**src/lla_pkg.sv**
```systemverilog
// Shared types and constants for the life-like automaton step block.
package lla_pkg;

	localparam int MAX_ROWS_DEF = 64;
	localparam int MAX_COLS_DEF = 64;

	localparam int MASK_W = 9;
	localparam int SIZE_W = 7;
	localparam int CFG_IDX_W = 8;

	typedef enum logic [1:0] {
		CMD_WRITE   = 2'd0,
		CMD_READ    = 2'd1,
		CMD_ADVANCE = 2'd2
	} lla_cmd_t;

	typedef enum logic [CFG_IDX_W-1:0] {
		CFG_ROWS_USED    = 8'd0,
		CFG_COLS_USED    = 8'd1,
		CFG_BORN_MASK    = 8'd2,
		CFG_SURVIVE_MASK = 8'd3
	} lla_cfg_idx_t;

	localparam logic [SIZE_W-1:0] ROWS_USED_RST    = 7'd64;
	localparam logic [SIZE_W-1:0] COLS_USED_RST    = 7'd64;
	localparam logic [MASK_W-1:0] BORN_MASK_RST    = 9'd8;
	localparam logic [MASK_W-1:0] SURVIVE_MASK_RST = 9'd12;

	typedef enum logic [1:0] {
		ST_CLEAR,
		ST_IDLE,
		ST_CELL,
		ST_ADV
	} lla_state_t;

	typedef struct packed {
		logic [1:0] command;
		logic [5:0] row;
		logic [5:0] col;
		logic       value;
	} lla_req_t;

	typedef struct packed {
		logic cell_value;
		logic generation_done;
	} lla_rsp_t;

	typedef struct packed {
		logic [CFG_IDX_W-1:0] index;
		logic [MASK_W-1:0]    data;
	} lla_cfg_t;

endpackage

```
**src/lla_row_calc.sv**
```systemverilog
// Next-generation value of one grid row from the old rows above, at and below it.
module lla_row_calc #(
	parameter int MAX_COLS = lla_pkg::MAX_COLS_DEF,
	localparam int CA = (MAX_COLS > 1) ? $clog2(MAX_COLS) : 1
) (
	input  logic [MAX_COLS-1:0]        up,
	input  logic [MAX_COLS-1:0]        cur,
	input  logic [MAX_COLS-1:0]        dn,
	input  logic [CA-1:0]              nc_m1,
	input  logic [lla_pkg::MASK_W-1:0] born_mask,
	input  logic [lla_pkg::MASK_W-1:0] survive_mask,
	output logic [MAX_COLS-1:0]        new_row
);
	import lla_pkg::*;

	for (genvar c = 0; c < MAX_COLS; c++) begin : g_col
		logic [2:0] lf;
		logic [2:0] rt;
		logic [7:0] nb;
		logic [3:0] cnt;
		logic       in_use;

		// left neighbor of column 0 wraps to the last column in use
		if (c == 0) begin : g_lf_wrap
			assign lf = {up[nc_m1], cur[nc_m1], dn[nc_m1]};
		end else begin : g_lf
			assign lf = {up[c-1], cur[c-1], dn[c-1]};
		end

		if (c == MAX_COLS - 1) begin : g_rt_wrap
			assign rt = {up[0], cur[0], dn[0]};
		end else begin : g_rt
			assign rt = (CA'(c) == nc_m1) ? {up[0], cur[0], dn[0]}
			                              : {up[c+1], cur[c+1], dn[c+1]};
		end

		assign nb = {lf, rt, up[c], dn[c]};
		assign cnt = 4'($countones(nb));
		assign in_use = (CA'(c) <= nc_m1);
		assign new_row[c] = in_use ? (cur[c] ? survive_mask[cnt] : born_mask[cnt]) : cur[c];
	end

endmodule
```
**config.mk**
```make
export PLATFORM = sky130hd
export DESIGN_NAME = lla_row_calc
export DESIGN_NICKNAME = d
export VERILOG_FILES = /design/src/lla_pkg.sv /design/src/lla_row_calc.sv
export SDC_FILE = /design/constraint.sdc
export NUM_CORES = 1
export LEC_CHECK = 0
export ABC_AREA = 1
export BUFFER_PORTS_ARGS = -buffer_cell sky130_fd_sc_hd__buf_4
export CELL_PAD_IN_SITES_DETAIL_PLACEMENT = 1
export CELL_PAD_IN_SITES_GLOBAL_PLACEMENT = 1
export CORE_UTILIZATION = 39
export DETAILED_ROUTE_END_ITERATION = 6
export GPL_ROUTABILITY_DRIVEN = 0
export PLACE_DENSITY_LB_ADDON = 0.1
export SYNTH_ARGS = -nofsm -noshare
export SYNTH_HDL_FRONTEND = slang
export SYNTH_SLANG_ARGS = --single-unit
```
**constraint.sdc**
```tcl
create_clock -name vclk -period 3.9
set_input_delay 0.195 -clock vclk [all_inputs]
set_output_delay 0.195 -clock vclk [all_outputs]
set_load 0.005 [all_outputs]
```
==> impl_metrics.csv, run 1 <==
group,metric,value,unit
global_routing,antenna_found_initial,45,
floorplan,rows,95,
global_routing,grt_max_degree,65,
floorplan,die_h,265,um
sta,worstEpCategory,"top-level output",
sta,postGrtWorstEndpoint,"new_row[24]",
synthesis,yosys.area.top_type,"fa_1",
placement,hpwl,115000,um
floorplan,fp.dieW,265,um
synthesis,synth_area_leaders,"fa_1 (19%), nand2_1 (15%), inv_1 (11%)",
synthesis,synth_seq_area_share,0,%
synthesis,yosysMostFrequentCell,"nand2_1",
floorplan,start_util,39.7,%
synthesis,syn_inst,4697,
run_status,first-error,"[ERROR GRT-0232] Routing congestion too high. Check the congestion heatmap in the GUI.",
synthesis,synth_commonest_cells,"nand2_1 (1077), inv_1 (756), o21ai_0 (533)",
placement,dpl-instance-area,34200,sq um
synthesis,netlist_area,26900,sq um
floorplan,ios,280,
synthesis,syn_area_per_cell,5.72,sq um
global_routing,track_usage,82.1,%
synthesis,synth_fp_nets,5361,
global_routing,grt_overflow,7,
run_status,haltStage,"global routing",
run_status,status,"stopped before the end",
synthesis,synth.top_cell.area_share,19.1,%
synthesis,ys_types,45,
placement,io_buffers,280,
synthesis,yosys_warnings,0,
## stage by stage
| stage | setup TNS, ps | hold slack, ps | cells | worst slack (ps) | utilization (%) |
|---|---|---|---|---|---|
| 2_1_floorplan | -12.4 | 481 | 4697 | -12.4 | - |
| 3_3_place_gp | -22710 | 769 | 6201 | -608 | 50.6 |
| 3_5_place_dp | -28360 | 781 | 6201 | -737 | 50.6 |
| 4_1_cts | -7950 | 783 | 6380 | -415 | 56.0 |
## what timing repair did
| item | in CTS |
|---|---|
| cloned | 6 |
| setup endpoints to repair | 64 |
| setup buffers | 176 |
| hold buffers | 0 |
| resized for setup | 850 |
| pin swaps | 270 |
## cells by family after synthesis
| group | after synthesis | share of synthesized area [%] |
|---|---|---|
| compound gates | 1197 | 24.4 |
| xor+xnor | 64 | 2.09 |
| fa+ha+maj | 448 | 28.0 |
| buf+inv | 1080 | 15.2 |
| mux | 2 | 0.0745 |
| simple gates | 1906 | 30.2 |
## metal layers
layer | global-route usage, % | GRT overflow
met5 | 60.6 | 0
met2 | 93.9 | 1
met4 | 79.7 | 6
met1 | 81.0 | 0
met3 | 72.6 | 0
==> run 2: changes to the inputs <==
Settings changed: CELL_PAD_IN_SITES_DETAIL_PLACEMENT 1 to not set, CELL_PAD_IN_SITES_GLOBAL_PLACEMENT 1 to not set, CORE_UTILIZATION 39 to 35, PLACE_DENSITY_LB_ADDON 0.1 to 0.15.
Clock period 3.9 ns to 5.1 ns, I/O delays scaled along.
==> run 2 against run 1 <==
Against the previous run:
- the flow now finishes, with violations (design-rule violations)
- area after synthesis unchanged
- synthesized cell count is the same
==> impl_metrics.csv, run 2 <==
group,metric,value,unit
worst_setup_path,worst_path_largest_cell_delay,550,ps
worst_hold_path,hold_path.class,"input pin to primary output",
global_routing,grt_pass1_wl,196000,um
synthesis,netlist_area,26900,sq um
synthesis,yosys_warnings,0,
sta,fmax,0.202,GHz
drt,drt_wl_total,135000,um
sta,grt_setup_unrepaired,"yes",
sta,worst_slack,143,ps
worst_setup_path,critPathMaxFanout,10,
floorplan,fp.dieW,279,um
synthesis,ys_types,45,
synthesis,synthSimpleGateAreaFrac,30.2,%
flow_run,drv_cap,0,
worst_setup_path,cp.arrival,4700,ps
sta,maxSlewHeadroom,24.0,%
sta,drv_slew,0,
drt,dr.pass1.iters,7,
sta,finalSetupViolations,0,
drt,drt_iter0_markers,3885,
floorplan,start_util,35.4,%
finish,most-common-layout-cells,"nand2_1 (1074), inv_1 (749), o21ai_0 (528)",
finish,seq_cells,0,
placement,io_buffers,280,
placement,hpwl,97600,um
synthesis,synth_adder_area_share,28.0,%
synthesis,yosys.area.top_type,"fa_1",
synthesis,synth.top_cell.area_share,19.1,%
worst_setup_path,crit_path_frequent_cell,"buf_4",
finish,fin_nets,5444,
drt,vias_per_cell,5.71,
global_routing,track_usage,33.4,%
worst_setup_path,path_buf_inv,7,
synthesis,syn_inst,4697,
worst_setup_path,required,4850,ps
synthesis,synth_xor_area_share,2.09,%
synthesis,syn_area_per_cell,5.72,sq um
finish,nFillCells,8419,
global_routing,grt_max_degree,65,
synthesis,synth_mux_area_share,0.0745,%
worst_hold_path,min-delay-start,"cur[14]",
floorplan,die_area,77900,sq um
worst_hold_path,min_path_cells,4,
global_routing,first_global_vias,29900,
synthesis,yosysMostFrequentCell,"nand2_1",
worst_hold_path,whs_endpoint,"new_row[14]",
floorplan,core_area,75900,sq um
synthesis,synth_compound_area_share,24.4,%
sta,hold_violations,0,
sta,fin_crit_sh,97.2,%
worst_setup_path,critPathLaunchType,"input pin",
finish,clkbuf_count,0,
global_routing,antenna_found_initial,6,
sta,hold_slack,818,ps
floorplan,rows,101,
synthesis,synth_top_family_by_area,"simple AND/OR/NAND/NOR gates",
synthesis,synth_area_leaders,"fa_1 (19%), nand2_1 (15%), inv_1 (11%)",
synthesis,synth_fp_nets,5361,
worst_setup_path,critPathSlowestCell,"fa_1",
clock_network,cts_hold_buf,0,
drt,remaining_drc_errors,12,
drt,drtAntennaViolNets,0,
sta,period_minus_slack,4960,ps
run_status,violations,"design-rule violations",
finish,area_delta_synth_final,11.7,%
floorplan,ios,280,
run_status,status,"complete, but fails checks",
drt,wl_per_cell,23.2,um
worst_setup_path,crit_type,"input pin to primary output",
synthesis,synth_commonest_cells,"nand2_1 (1077), inv_1 (756), o21ai_0 (533)",
worst_setup_path,critPathTopFamily,"adder cells",
finish,multi_input_area,22800,sq um
synthesis,synth_seq_area_share,0,%
finish,layout_commonest_cell,"nand2_1",
global_routing,grt_overflow,0,
sta,worst_pin_slew,1140,ps
drt,vias,33200,
worst_setup_path,cp-end-kind,"primary output",
placement,pre_cts_ws,49.6,ps
finish,final_layout_size_suffix_gt1_share,9.29,%
floorplan,die_h,279,um
finish,seqCellArea,0,sq um
-- run 2: worst max-delay path by stage --
stage,start,end,slack (ps),depth (start not counted)
5_1_grt,nc_m1[0],new_row[31],-70,23
6_report,nc_m1[0],new_row[0],140,25
3_5_place_dp,nc_m1[0],new_row[0],50,24
4_1_cts,nc_m1[0],new_row[0],20,24
2_1_floorplan,nc_m1[0],new_row[0],720,22
3_3_place_gp,nc_m1[0],new_row[0],40,25
-- run 2: metrics by stage --
| stage | instances | utilization [%] | setup TNS [ps] | cell area, sq um |
|---|---|---|---|---|
| 2_1_floorplan | 4697 | - | 0 | 26900 |
| 3_3_place_gp | 5805 | 39.4 | 0 | 30000 |
| 3_5_place_dp | 5805 | 39.4 | 0 | 30000 |
| 4_1_cts | 5805 | 39.4 | 0 | 30000 |
| 5_1_grt | 5809 | 39.5 | -169 | 30000 |
| 6_report | 5813 | 39.5 | 0 | 30000 |
-- run 2: layer usage --
layer / track usage, % / wire length, um
met5: 0 / 24
met3: 4.82 / 13100
met1: 43.4 / 53600
met4: 16.2 / 7900
met2: 54.0 / 60100
-- run 2: area by class of cell --
type                            instances  area share, %
Antenna cell                            5         0.0417
Inverter                              773           9.69
Multi-Input combinational cell       3617           76.0
Timing Repair Buffer                  388           10.0
Tap cell                             1030           4.29
-- run 2: logic make-up after synthesis --
group | Yosys count
AO/OA/AOI/OAI | 1197
XOR/XNOR | 64
adder cells (fa/ha/maj) | 448
buffers and inverters | 1080
multiplexers | 2
AND/OR/NAND/NOR | 1906
-- run 2: timing repair --
| action | 4_1_cts | 5_1_grt |
|---|---|---|
| setup endpoints to repair | 0 | 16 |
| buffers inserted | 0 | 3 |
| resized for setup | 0 | 16 |
-- run 2: tightest hold or removal path, stage by stage --
cell and delay (ps):
buf_4 100, nand2_1 50, nand2_1 60, buf_4 100
